**config.mk**
```make
export PLATFORM = sky130hd
export DESIGN_NAME = open_loop_observer_angle_blend_top
export DESIGN_NICKNAME = d
export VERILOG_FILES = /design/src/rtl/olab_pkg.sv /design/src/rtl/open_loop_observer_angle_blend_top.sv /design/src/rtl/olab_div.sv
export SDC_FILE = /design/constraint.sdc
export NUM_CORES = 1
export LEC_CHECK = 0
export BUFFER_PORTS_ARGS = -buffer_cell sky130_fd_sc_hd__clkbuf_2
export CAP_MARGIN = 15
export CORE_AREA = 2 2 254 256
export CTS_CLUSTER_SIZE = 8
export DETAILED_ROUTE_END_ITERATION = 12
export DIE_AREA = 0 0 256 258
export SLEW_MARGIN = 0
export SYNTH_ARGS = -nofsm -noshare
export SYNTH_HDL_FRONTEND = slang
export SYNTH_SLANG_ARGS = --single-unit
export TNS_END_PERCENT = 30
```
**constraint.sdc**
```tcl
create_clock -name clk -period 15.6 [get_ports clk]
set_input_delay 1.56 -clock clk [delete_from_list [all_inputs] [get_ports clk]]
set_output_delay 1.56 -clock clk [all_outputs]
set_load 0.02 [all_outputs]
```
**src/rtl/olab_pkg.sv**
```systemverilog
package olab_pkg;

	// angle and register widths
	localparam int ANGLE_BITS = 16;
	localparam int CFG_W      = 16;
	localparam int CFG_IDX_W  = 3;

	// product of blend count and arc magnitude, and the divider step counter width
	localparam int PROD_W    = CFG_W + ANGLE_BITS;
	localparam int DIV_CNT_W = $clog2(PROD_W);

	// register indexes on the configuration port
	localparam logic [CFG_IDX_W-1:0] REG_LOCK_THRESHOLD    = 3'd0;
	localparam logic [CFG_IDX_W-1:0] REG_HOLD_TICKS_NEEDED = 3'd1;
	localparam logic [CFG_IDX_W-1:0] REG_MIN_OPEN_LOOP     = 3'd2;
	localparam logic [CFG_IDX_W-1:0] REG_RAMP_LENGTH       = 3'd3;

	// register reset values
	localparam logic [CFG_W-1:0] LOCK_THRESHOLD_RST    = 16'd8866;
	localparam logic [CFG_W-1:0] HOLD_TICKS_NEEDED_RST = 16'd100;
	localparam logic [CFG_W-1:0] MIN_OPEN_LOOP_RST     = 16'd20000;
	localparam logic [CFG_W-1:0] RAMP_LENGTH_RST       = 16'd500;

	typedef logic [ANGLE_BITS-1:0] angle_t;

	typedef enum logic [1:0] {
		MODE_OPEN     = 2'd0,
		MODE_CONVERGE = 2'd1,
		MODE_BLEND    = 2'd2,
		MODE_OBSERVER = 2'd3
	} blend_mode_t;

	typedef enum logic [2:0] {
		SEQ_IDLE,
		SEQ_ARC,
		SEQ_STEP,
		SEQ_DIV,
		SEQ_DONE
	} seq_state_t;

	typedef struct packed {
		angle_t           open_loop_angle;
		angle_t           observer_angle;
		logic [CFG_W-1:0] open_loop_count;
	} sample_t;

	typedef struct packed {
		angle_t      final_angle;
		blend_mode_t mode;
	} result_t;

	// divider status toward the sequencer
	typedef struct packed {
		logic busy;
		logic done;
	} div_stat_t;

endpackage

```
**src/rtl/open_loop_observer_angle_blend_top.sv**
```systemverilog
// Open-loop to observer rotor angle handover. Each sample carries the forced
// open-loop angle, the observer angle and the open-loop tick count; each gives
// exactly one result with the chosen angle and the mode that produced it.
// Angles are 16-bit binary angles, 65536 is one turn. The mode goes open loop,
// converging (waits for |shortest-arc difference| < lock_threshold on
// hold_ticks_needed consecutive samples), blending (open-loop angle plus
// blend_count*diff/ramp_length, truncated toward zero) and observer only.
// Timing: one sample at a time. A sample outside the ramp passes the arc, step
// and done states before its result shows, and the input is freed when that
// result enters the output register; a ramp sample also waits in the divide
// state on the radix-2 divider, which needs one cycle per bit of the 32-bit
// product. A finished result sits in the output register, so the next sample
// is accepted while it waits.
// Configuration writes are always ready and are meant for idle periods.
module open_loop_observer_angle_blend_top (
	input  logic                              clk,
	input  logic                              arst_n,
	input  logic                              sample_valid,
	output logic                              sample_stall,
	input  olab_pkg::sample_t                 sample,
	output logic                              result_valid,
	input  logic                              result_stall,
	output olab_pkg::result_t                 result,
	input  logic                              cfg_valid,
	output logic                              cfg_ready,
	input  logic [olab_pkg::CFG_IDX_W-1:0]    cfg_index,
	input  logic [olab_pkg::CFG_W-1:0]        cfg_data
);

	localparam int AB = olab_pkg::ANGLE_BITS;
	localparam int PW = olab_pkg::PROD_W;
	localparam int CW = olab_pkg::CFG_W;

	olab_pkg::seq_state_t  state_q, state_d;
	olab_pkg::blend_mode_t mode_q, mode_d;
	logic [CW-1:0]         hold_cnt_q, hold_cnt_d;
	logic [CW-1:0]         blend_cnt_q, blend_cnt_d;

	logic [CW-1:0] lock_thr_q, hold_need_q, min_ol_q, ramp_len_q;

	olab_pkg::angle_t      ol_q, ob_q;
	logic [CW-1:0]         cnt_in_q;
	olab_pkg::angle_t      d_q, mag_q;
	olab_pkg::angle_t      res_q, res_d;
	olab_pkg::blend_mode_t res_mode_q;
	olab_pkg::result_t     out_q;
	logic                  out_valid_q;

	logic                  res_load;
	logic                  out_load;
	logic                  div_start;
	logic [CW-1:0]         hold_inc;
	logic [CW-1:0]         blend_inc;
	logic [PW-1:0]         prod;
	olab_pkg::angle_t      d_arc;
	olab_pkg::angle_t      q_mag;
	olab_pkg::angle_t      offset;
	olab_pkg::div_stat_t   div_stat;
	logic [PW-1:0]         div_quo;

	logic sample_acc;

	assign sample_stall = state_q != olab_pkg::SEQ_IDLE;
	assign sample_acc   = sample_valid && !sample_stall;
	assign cfg_ready    = 1'b1;

	// configuration registers
	always_ff @(posedge clk or negedge arst_n) begin
		if (!arst_n) begin
			lock_thr_q  <= olab_pkg::LOCK_THRESHOLD_RST;
			hold_need_q <= olab_pkg::HOLD_TICKS_NEEDED_RST;
			min_ol_q    <= olab_pkg::MIN_OPEN_LOOP_RST;
			ramp_len_q  <= olab_pkg::RAMP_LENGTH_RST;
		end else if (cfg_valid && cfg_ready) begin
			unique case (cfg_index)
				olab_pkg::REG_LOCK_THRESHOLD:    lock_thr_q  <= cfg_data;
				olab_pkg::REG_HOLD_TICKS_NEEDED: hold_need_q <= cfg_data;
				olab_pkg::REG_MIN_OPEN_LOOP:     min_ol_q    <= cfg_data;
				olab_pkg::REG_RAMP_LENGTH:       ramp_len_q  <= cfg_data;
				default: ;
			endcase
		end
	end

	// wrapped difference; as two's complement it already lies in [-half, half)
	assign d_arc = sample.observer_angle - sample.open_loop_angle;

	// ramp arithmetic
	assign hold_inc  = hold_cnt_q + 1'b1;
	assign blend_inc = blend_cnt_q + 1'b1;
	assign prod      = PW'(blend_inc) * PW'(mag_q);
	assign q_mag     = div_quo[AB-1:0];
	assign offset    = d_q[AB-1] ? -q_mag : q_mag;

	olab_div u_div (
		.clk      (clk),
		.arst_n   (arst_n),
		.start    (div_start),
		.dividend (prod),
		.divisor  (ramp_len_q),
		.stat     (div_stat),
		.quotient (div_quo)
	);

	// sequencer next state and mode update
	always_comb begin
		state_d     = state_q;
		mode_d      = mode_q;
		hold_cnt_d  = hold_cnt_q;
		blend_cnt_d = blend_cnt_q;
		res_d       = ol_q;
		res_load    = 1'b0;
		div_start   = 1'b0;
		out_load    = 1'b0;
		unique case (state_q)
			olab_pkg::SEQ_IDLE: begin
				if (sample_acc) begin
					state_d = olab_pkg::SEQ_ARC;
				end
			end
			olab_pkg::SEQ_ARC: begin
				state_d = olab_pkg::SEQ_STEP;
			end
			olab_pkg::SEQ_STEP: begin
				state_d  = olab_pkg::SEQ_DONE;
				res_load = 1'b1;
				unique case (mode_q)
					olab_pkg::MODE_OPEN: begin
						if (cnt_in_q >= min_ol_q) begin
							mode_d = olab_pkg::MODE_CONVERGE;
						end
					end
					olab_pkg::MODE_CONVERGE: begin
						if (mag_q < lock_thr_q) begin
							if (hold_inc >= hold_need_q) begin
								hold_cnt_d = '0;
								mode_d     = olab_pkg::MODE_BLEND;
							end else begin
								hold_cnt_d = hold_inc;
							end
						end else begin
							hold_cnt_d = '0;
						end
					end
					olab_pkg::MODE_BLEND: begin
						if (blend_inc >= ramp_len_q) begin
							blend_cnt_d = ramp_len_q;
							mode_d      = olab_pkg::MODE_OBSERVER;
							res_d       = ol_q + d_q;
						end else begin
							blend_cnt_d = blend_inc;
							res_load    = 1'b0;
							div_start   = 1'b1;
							state_d     = olab_pkg::SEQ_DIV;
						end
					end
					olab_pkg::MODE_OBSERVER: begin
						res_d = ob_q;
					end
					default: ;
				endcase
			end
			olab_pkg::SEQ_DIV: begin
				res_d = ol_q + offset;
				if (div_stat.done) begin
					res_load = 1'b1;
					state_d  = olab_pkg::SEQ_DONE;
				end
			end
			olab_pkg::SEQ_DONE: begin
				if (!out_valid_q || !result_stall) begin
					out_load = 1'b1;
					state_d  = olab_pkg::SEQ_IDLE;
				end
			end
			default: begin
				state_d = olab_pkg::SEQ_IDLE;
			end
		endcase
	end

	// control state
	always_ff @(posedge clk or negedge arst_n) begin
		if (!arst_n) begin
			state_q     <= olab_pkg::SEQ_IDLE;
			mode_q      <= olab_pkg::MODE_OPEN;
			hold_cnt_q  <= '0;
			blend_cnt_q <= '0;
			out_valid_q <= 1'b0;
		end else begin
			state_q     <= state_d;
			mode_q      <= mode_d;
			hold_cnt_q  <= hold_cnt_d;
			blend_cnt_q <= blend_cnt_d;
			if (out_load) begin
				out_valid_q <= 1'b1;
			end else if (!result_stall) begin
				out_valid_q <= 1'b0;
			end
		end
	end

	// item payload registers
	always_ff @(posedge clk) begin
		if (sample_acc) begin
			ol_q     <= sample.open_loop_angle;
			ob_q     <= sample.observer_angle;
			cnt_in_q <= sample.open_loop_count;
			d_q      <= d_arc;
			mag_q    <= d_arc[AB-1] ? -d_arc : d_arc;
		end
		if (res_load) begin
			res_q      <= res_d;
			res_mode_q <= mode_q;
		end
		if (out_load) begin
			out_q.final_angle <= res_q;
			out_q.mode        <= res_mode_q;
		end
	end

	assign result_valid = out_valid_q;
	assign result       = out_q;

	// the divider is only started for a ramp sample
	a_div_in_blend: assert property (@(posedge clk) disable iff (!arst_n)
		div_start |-> mode_q == olab_pkg::MODE_BLEND)
		else $error("divider started outside the ramp");

	// the divider is running or finishing while the sequencer waits on it
	a_div_running: assert property (@(posedge clk) disable iff (!arst_n)
		state_q == olab_pkg::SEQ_DIV |-> div_stat.busy || div_stat.done)
		else $error("sequencer waits on an idle divider");

	// the mode only moves one step forward
	a_mode_forward: assert property (@(posedge clk) disable iff (!arst_n)
		mode_q != $past(mode_q) |->
			mode_q == olab_pkg::blend_mode_t'($past(mode_q) + 2'd1))
		else $error("mode skipped or went back");

	// the hold counter is idle outside convergence
	a_hold_clear: assert property (@(posedge clk) disable iff (!arst_n)
		mode_q != olab_pkg::MODE_CONVERGE |-> hold_cnt_q == '0)
		else $error("hold count left over");

	// a new result comes only from the finishing state
	a_out_from_done: assert property (@(posedge clk) disable iff (!arst_n)
		out_load |-> state_q == olab_pkg::SEQ_DONE && !sample_acc)
		else $error("result loaded out of sequence");

endmodule

```
**src/rtl/olab_div.sv**
```systemverilog
module olab_div (
	input  logic                         clk,
	input  logic                         arst_n,
	input  logic                         start,
	input  logic [olab_pkg::PROD_W-1:0]  dividend,
	input  logic [olab_pkg::CFG_W-1:0]   divisor,
	output olab_pkg::div_stat_t          stat,
	output logic [olab_pkg::PROD_W-1:0]  quotient
);

	localparam int PW = olab_pkg::PROD_W;
	localparam int DW = olab_pkg::CFG_W;
	localparam int CW = olab_pkg::DIV_CNT_W;
	localparam logic [CW-1:0] DIV_LAST = CW'(PW - 1);

	logic [DW-1:0] rem_q;
	logic [PW-1:0] quo_q;
	logic [DW-1:0] dsr_q;
	logic [CW-1:0] cnt_q;
	logic          busy_q;
	logic          done_q;

	logic [DW:0] rem_sh;
	logic [DW:0] rem_sub;
	logic        fits;

	// one restoring step: shift in the next dividend bit, subtract if it fits
	always_comb begin
		rem_sh  = {rem_q, quo_q[PW-1]};
		fits    = rem_sh >= {1'b0, dsr_q};
		rem_sub = rem_sh - {1'b0, dsr_q};
	end

	// step counter and status
	always_ff @(posedge clk or negedge arst_n) begin
		if (!arst_n) begin
			cnt_q  <= '0;
			busy_q <= 1'b0;
			done_q <= 1'b0;
		end else if (start) begin
			cnt_q  <= '0;
			busy_q <= 1'b1;
			done_q <= 1'b0;
		end else if (busy_q) begin
			cnt_q <= cnt_q + 1'b1;
			if (cnt_q == DIV_LAST) begin
				busy_q <= 1'b0;
				done_q <= 1'b1;
			end
		end else begin
			done_q <= 1'b0;
		end
	end

	// remainder and dividend/quotient shift register
	always_ff @(posedge clk) begin
		if (start) begin
			rem_q <= '0;
			quo_q <= dividend;
			dsr_q <= divisor;
		end else if (busy_q) begin
			rem_q <= fits ? rem_sub[DW-1:0] : rem_sh[DW-1:0];
			quo_q <= {quo_q[PW-2:0], fits};
		end
	end

	assign stat.busy = busy_q;
	assign stat.done = done_q;
	assign quotient  = quo_q;

	// a remainder never reaches the divisor
	a_rem_below: assert property (@(posedge clk) disable iff (!arst_n)
		busy_q |-> rem_q < dsr_q || dsr_q == '0)
		else $error("divider remainder out of range");

	// done follows the last step only
	a_done_after_busy: assert property (@(posedge clk) disable iff (!arst_n)
		$rose(done_q) |-> $past(busy_q))
		else $error("divider done without a run");

endmodule
```
==> results of run 1 <==
==> path summary, 6_finish.rpt <==
check | start | endpoint | slack (ns) | cells after the start
setup / recovery | blend_cnt_q[0] | u_div.quotient[23] | 7.70 | 26
hold / removal | res_q[9] | result[11] | 0.42 | 0
setup reg to reg | blend_cnt_q[0] | u_div.quotient[23] | 7.70 | 26
hold reg to reg | res_q[9] | result[11] | 0.42 | 0
max in group asynchronous | arst_n | hold_need_q[4] | 13.26 | 2
min in group asynchronous | arst_n | hold_need_q[10] | 1.11 | 1
==> through the flow <==
stage | hold WS (ns) | std cells | power (uW) | utilization
after floorplan | 0.4003 | 2605 | 2856 | -
after global placement | 0.4069 | 3492 | 3418 | 0.4181
after detailed placement | 0.4045 | 3493 | 3489 | 0.4183
after CTS | 0.4161 | 3571 | 4400 | 0.4381
after global routing | 0.4322 | 3572 | 4750 | 0.4384
final | 0.4159 | 3572 | 4385 | 0.4384
==> Yosys cell counts (all sizes together), types with 29 or more instances <==
cell type  number
nand3          41
xnor2          74
xor2           49
dfrtp          90
inv           362
a21oi         123
and2          118
nand2b         34
edfxtp        163
nand2         291
ha            240
fa            198
a31oi          29
o21ai         160
clkbuf         80
a21o           44
nor2          106
==> kinds of logic after synthesis <==
kind of cell | Yosys count | synth area share
DFF | 288 | 0.3169
other | 1 | 0.0001492
buffers and inverters | 453 | 0.06868
xor gates and xnor gates | 123 | 0.04285
and+or+nand+nor | 730 | 0.1430
adders and majority gates | 438 | 0.2771
muxes | 46 | 0.01971
AOI/OAI and AO/OA | 526 | 0.1317
==> layout make-up <==
type | count | area, um^2
multi-input combinational | 1864 | 15520
timing repair buffer | 125 | 724.4
inverter | 362 | 1359
fill | 6134 | 35750
tap | 855 | 1070
clock inverter | 4 | 58.81
sequential | 288 | 7966
clock buffer | 74 | 1202
==> critical path: cells and delay by family (launching register included) <==
family	cells	cell delay [ns]
AO/OA/AOI/OAI	6	1.29
XOR/XNOR	2	0.84
adder cells (fa/ha/maj)	8	3.57
buffers and inverters	6	0.83
flip-flops	1	0.32
AND/OR/NAND/NOR	4	0.77
==> metal layers <==
metal,part of all wire,track usage
met4,0.028,0.06384
met3,0.058,0.03092
met2,0.46,0.3333
met5,0,0
met1,0.45,0.2755
==> cell usage in the layout, fill, tap and decap left out, types with 21 or more instances in the layout <==
cell,count
a21oi_1,120
nor3_1,25
a211oi_1,23
nor2b_1,21
o21a_1,24
edfxtp_1,163
and3_1,28
clkbuf_2,90
fa_1,198
nand2_1,291
ha_1,240
buf_4,33
clkbuf_1,30
clkbuf_16,43
o21ai_0,155
xnor2_1,74
nand3_1,41
nor2_1,105
and2_1,118
nand2b_1,34
dfrtp_1,90
a21o_1,44
mux2_2,27
a31oi_1,28
xor2_1,49
inv_1,362
==> power groups by stage <==
stage / clock network, uW / logic [uW] / registers, uW
2_1_floorplan: 0 / 1630 / 1230
3_3_place_gp: 0 / 2090 / 1330
3_5_place_dp: 0 / 2150 / 1340
4_1_cts: 904 / 2170 / 1330
5_1_grt: 932 / 2460 / 1360
6_report: 883 / 2170 / 1330
==> key figures, run 1 <==
Run status
  – Status: finished clean

Setup path
  – CP Launch Type: register
  – Worst EP arrival: 8.18 ns
  – CP peak stage delay: 0.69 ns
  – Crit path capture type: register
  – Critical path type: reg2reg
  – Crit-path most repeated cell: fa_1
  – Required time of the critical path: 15.89 ns
  – CP max-delay cell: xor2_1
  – CP max FO: 21

Die
  – # IOs: 93
  – Core box area: 63650 um^2
  – Cell row count: 93
  – Die width: 256 um
  – Initial Util: 0.3950
  – Die Area: 66050 um^2
  – Die height: 258 um

Place
  – Pre-CTS WS: 7.804 ns
  – Input/output buffers: 91
  – DP Wirelength: 50810 um
  – RePlAce Congestion: 0.8952
  – Placed cell area: 26630 um^2

Final layout
  – Max FFs per register: 32
  – P&R area growth vs syn: 10.98%
  – Fraction of layout cells with a size suffix above 1: 0.08980
  – Post-route cell area: 27900 um^2
  – # nets final: 3193
  – Antenna Cells: 0

Synthesis
  – Yosys warnings: 0
  – EDFF count, synth: 163
  – Syn nets: 3115
  – Async SR Flop Fraction: 0.3785
  – Mapped cell area: 25140 um^2
  – Main flop type after synthesis: edfxtp_1
  – Leading area contributor after synthesis: edfxtp_1
  – Count of cell types in the netlist: 80
  – Sequential fraction of the synthesis area: 0.3169
  – Mean Syn Cell Area: 9.651 um^2
  – Synth top area share: 0.1947
  – Post-Synthesis Cells: 2605
  – Yosys reg bits: 288
  – Top post-synthesis cells by area: edfxtp_1 (19%), fa_1 (16%), ha_1 (12%)

Timing
  – Final Cycle Share: 0.5061
  – Hold Vio Cnt, Final: 0
  – RSZ-0062 raised after global routing: no
  – Final WS setup: 7.705 ns
  – Fin crit period: 7.895 ns
  – Fmax achieved: 126.7 MHz
  – Relative slew slack: 0.2081
  – Clock skew: 0.02668 ns
  – Setup TNS: 0 ns
  – Pins Over Slew Limit: 0
  – Final setup violation count: 0
  – Worst slew pin tran: 1.183 ns

Route
  – Initial DRC Count: 1356
  – DR WL/cell: 18.65 um
  – Vias: 19.02k
  – DR vias/cell: 5.326
  – Final antenna-violating net count: 0
  – WL final: 66620 um
  – Drt pass-1 iters: 6
  – DRC violations left: 0

Power
  – Combinational Power Share: 0.496
  – PD cells: 157.1 nW/um^2
  – Switching power: 1904 uW
  – Sw Share: 0.4342
  – Flop pwr share: 0.303
  – Peak VDD IR: 0.00009462 V
  – P_int: 2481 uW
  – Lkg Pwr: 0.01278 uW
  – Share of total power in the clock network: 0.201

Global route
  – Pin count of the biggest net entering global routing: 80
  – Initial antenna violation count: 2
  – Total Routing Usage GR: 0.2026
  – GRT overflow: 0
  – Vias in the first global route: 19.69k
  – First-pass GRT wire length: 107100 um

Clock tree
  – Worst-path clk slew: 0.05 ns
  – Cts bufs inserted: 42
  – Skew-Pair Late Insertion Delay: 0.58 ns
  – Clock Tree Buf Depth: 3
  – CTS tree: built
  – CTS root buf: clkbuf_16
  – Post-CTS setup repair buffer count: 0
  – Cts hold-fix bufs: 0
  – Clk sinks: 288
  – CTS resizes: 0
  – H-tree depth: 2

Job
  – Max-cap violations: 0

Min path
  – Tightest Hold Check Type: reg2reg
(Power assumes the default switching activity.)
==> run 2: changes to the inputs <==
==> constraint.sdc (replaced) <==
create_clock -name clk -period 7.4 [get_ports clk]
set_input_delay 0.74 -clock clk [delete_from_list [all_inputs] [get_ports clk]]
set_output_delay 0.74 -clock clk [all_outputs]
set_load 0.02 [all_outputs]
==> key figures, run 2 (same netlist as run 1, synthesis figures left out) <==
Run status
  – Status: finished clean

Final layout
  – Fraction of layout cells with a size suffix above 1: 0.1073 (+0.01751)
  – Most frequent cells in the layout: inv_1 (362), nand2_1 (291), ha_1 (238)
  – Commonest non-fill, non-tap cell in the layout: inv_1
  – P&R area growth vs syn: 12.42%
  – Combined area of the multi-input logic cells: 15600 um^2 (+0.52%)
  – Sequential cell area: 7969 um^2 (about the same)
  – Max FFs per register: 32 (unchanged)
  – Filler cell count: 6078 (-0.91%)
  – # nets final: 3225 (+1.0%)
  – Fin util: 0.4440 (+0.005681)

Setup path
  – Critical path type: reg2reg
  – CP peak stage delay: 0.59 ns (-0.10 ns)
  – CP max FO: 8 (-62%)
  – Crit-path most repeated cell: fa_1
  – CP max-delay cell: xnor2_1
  – Worst EP arrival: 7.43 ns (-0.75 ns)
  – Crit path capture type: register
  – Required time of the critical path: 7.69 ns (-8.20 ns)
  – CP Launch Type: register

Timing
  – Final setup violation count: 0 (unchanged)
  – Setup TNS: 0 ns (unchanged)
  – Pins Over Slew Limit: 0 (unchanged)
  – Fmax achieved: 140.1 MHz (+11%)
  – Clock skew: 0.03659 ns (+0.009902 ns)
  – Hold Vio Cnt, Final: 0 (unchanged)
  – Fin crit period: 7.138 ns (-0.7568 ns)
  – Final Cycle Share: 0.9646 (+0.4585)
  – Relative slew slack: 0.2453 (+0.03724)
  – RSZ-0062 raised after global routing: yes
  – Worst slew pin tran: 1.132 ns (-0.05068 ns)

Clock tree
  – Clk sinks: 288 (unchanged)
  – Cts hold-fix bufs: 0 (unchanged)
  – H-tree depth: 2 (unchanged)
  – Clock Tree Buf Depth: 3 (unchanged)
  – CTS root buf: clkbuf_16
  – CTS tree: built
  – Worst-path clk slew: 0.05 ns (about the same)
  – Cts bufs inserted: 43 (+2.4%)
  – Skew-Pair Late Insertion Delay: 0.58 ns (about the same)

Route
  – Initial DRC Count: 1196 (-12%)
  – DR vias/cell: 5.259 (-1.3%)
  – Vias: 18.96k (-0.31%)
  – DR WL/cell: 18.56 um (-0.50%)
  – Drt pass-1 iters: 8 (+2)
  – WL final: 66920 um (+0.45%)
  – Final antenna-violating net count: 0 (unchanged)
  – DRC violations left: 0 (unchanged)

Die
  – Core box area: 63650 um^2 (unchanged)
  – # IOs: 93 (unchanged)
  – Die Area: 66050 um^2 (unchanged)
  – Initial Util: 0.3950 (unchanged)
  – Cell row count: 93 (unchanged)
  – Die height: 258 um (unchanged)
  – Die width: 256 um (unchanged)

Power
  – PD cells: 327.0 nW/um^2 (+110%)
  – Peak VDD IR: 0.0001902 V (+100%)
  – Lkg Pwr: 0.01299 uW (+1.6%)

Global route
  – GRT overflow: 0 (unchanged)
  – First-pass GRT wire length: 106300 um (-0.75%)
  – Vias in the first global route: 19.30k (-2.0%)
  – Pin count of the biggest net entering global routing: 80 (unchanged)
  – Total Routing Usage GR: 0.2033 (+0.0006312)
  – Initial antenna violation count: 0 (-2)

Min path
  – Tightest Hold Check Type: in2async

Place
  – Input/output buffers: 91 (unchanged)
  – RePlAce Congestion: 0.9115 (+1.8%)
  – DP Wirelength: 52170 um (+2.7%)

Job
  – Max-cap violations: 0 (unchanged)
-- run 2: final cells by class --
cell class                 count  share of cell area
antenna                        2           0.0001771
clock buffer                  75             0.04418
inverter                     362             0.04808
multi-input combinational   1864              0.5520
clock inverter                 4            0.001195
sequential                   288              0.2820
timing repair buffer         156             0.03457
tap                          855             0.03785
-- run 2: routing by layer --
| metal | share of wire | vias to the layer above | wire, um | GRT usage |
|---|---|---|---|---|
| met3 | 0.054 | 94 | 3642 | 0.03288 |
| met2 | 0.46 | 446 | 30910 | 0.3348 |
| met5 | 0 | - | 0 | 0 |
| met4 | 0.024 | 0 | 1624 | 0.05702 |
| li1 | - | 9064 | - | - |
| met1 | 0.46 | 9360 | 30740 | 0.2775 |
-- run 2: path summary, 6_finish.rpt --
path	endpoint	from	depth (start not counted)	slack, ns
worst max-delay path	u_div.quotient[23]	blend_cnt_q[0]	25	0.26
worst min-delay path	hold_cnt_q[10]	arst_n	1	0.23
worst max register to register	u_div.quotient[23]	blend_cnt_q[0]	25	0.26
worst min register to register	result[9]	res_q[7]	0	0.42
max in group asynchronous	state_q[2]	arst_n	2	5.90
min in group clk	cnt_in_q[3]	sample[3]	1	0.35
-- run 2: metrics by stage --
stage	cells	power, uW	setup slack, ns	cell area (um^2)	hold WS (ns)
2_1_floorplan	2605	6021	0.1637	25140	0.4003
3_3_place_gp	3517	7207	0.1484	26810	0.4077
3_5_place_dp	3517	7334	0.05904	26810	0.4066
4_1_cts	3596	9276	0.04142	28100	0.2476
5_1_grt	3604	10040	-0.1005	28260	0.2837
6_report	3606	9243	0.2617	28260	0.2338
-- run 2: what timing repair did --
action,CTS,global route
setup buffers,0,6
setup endpoints to repair,0,13
resized for setup,0,22
-- run 2: report_power, final --
part           total (uW)  internal, uW  switching, uW
sequential           2790          2330            464
combinational        4580          1820           2760
clock                1870          1140            737
total                9240          5280           3960
-- run 2: worst max-delay path: cells and delay by family (launching register included) --
kind | cells | cell delay, ns
buffers and inverters | 5 | 0.58
flip-flops | 1 | 0.40
adder cells (fa/ha/maj) | 8 | 3.60
AND/OR/NAND/NOR | 4 | 0.61
AO/OA/AOI/OAI | 6 | 0.94
XOR/XNOR | 2 | 0.74
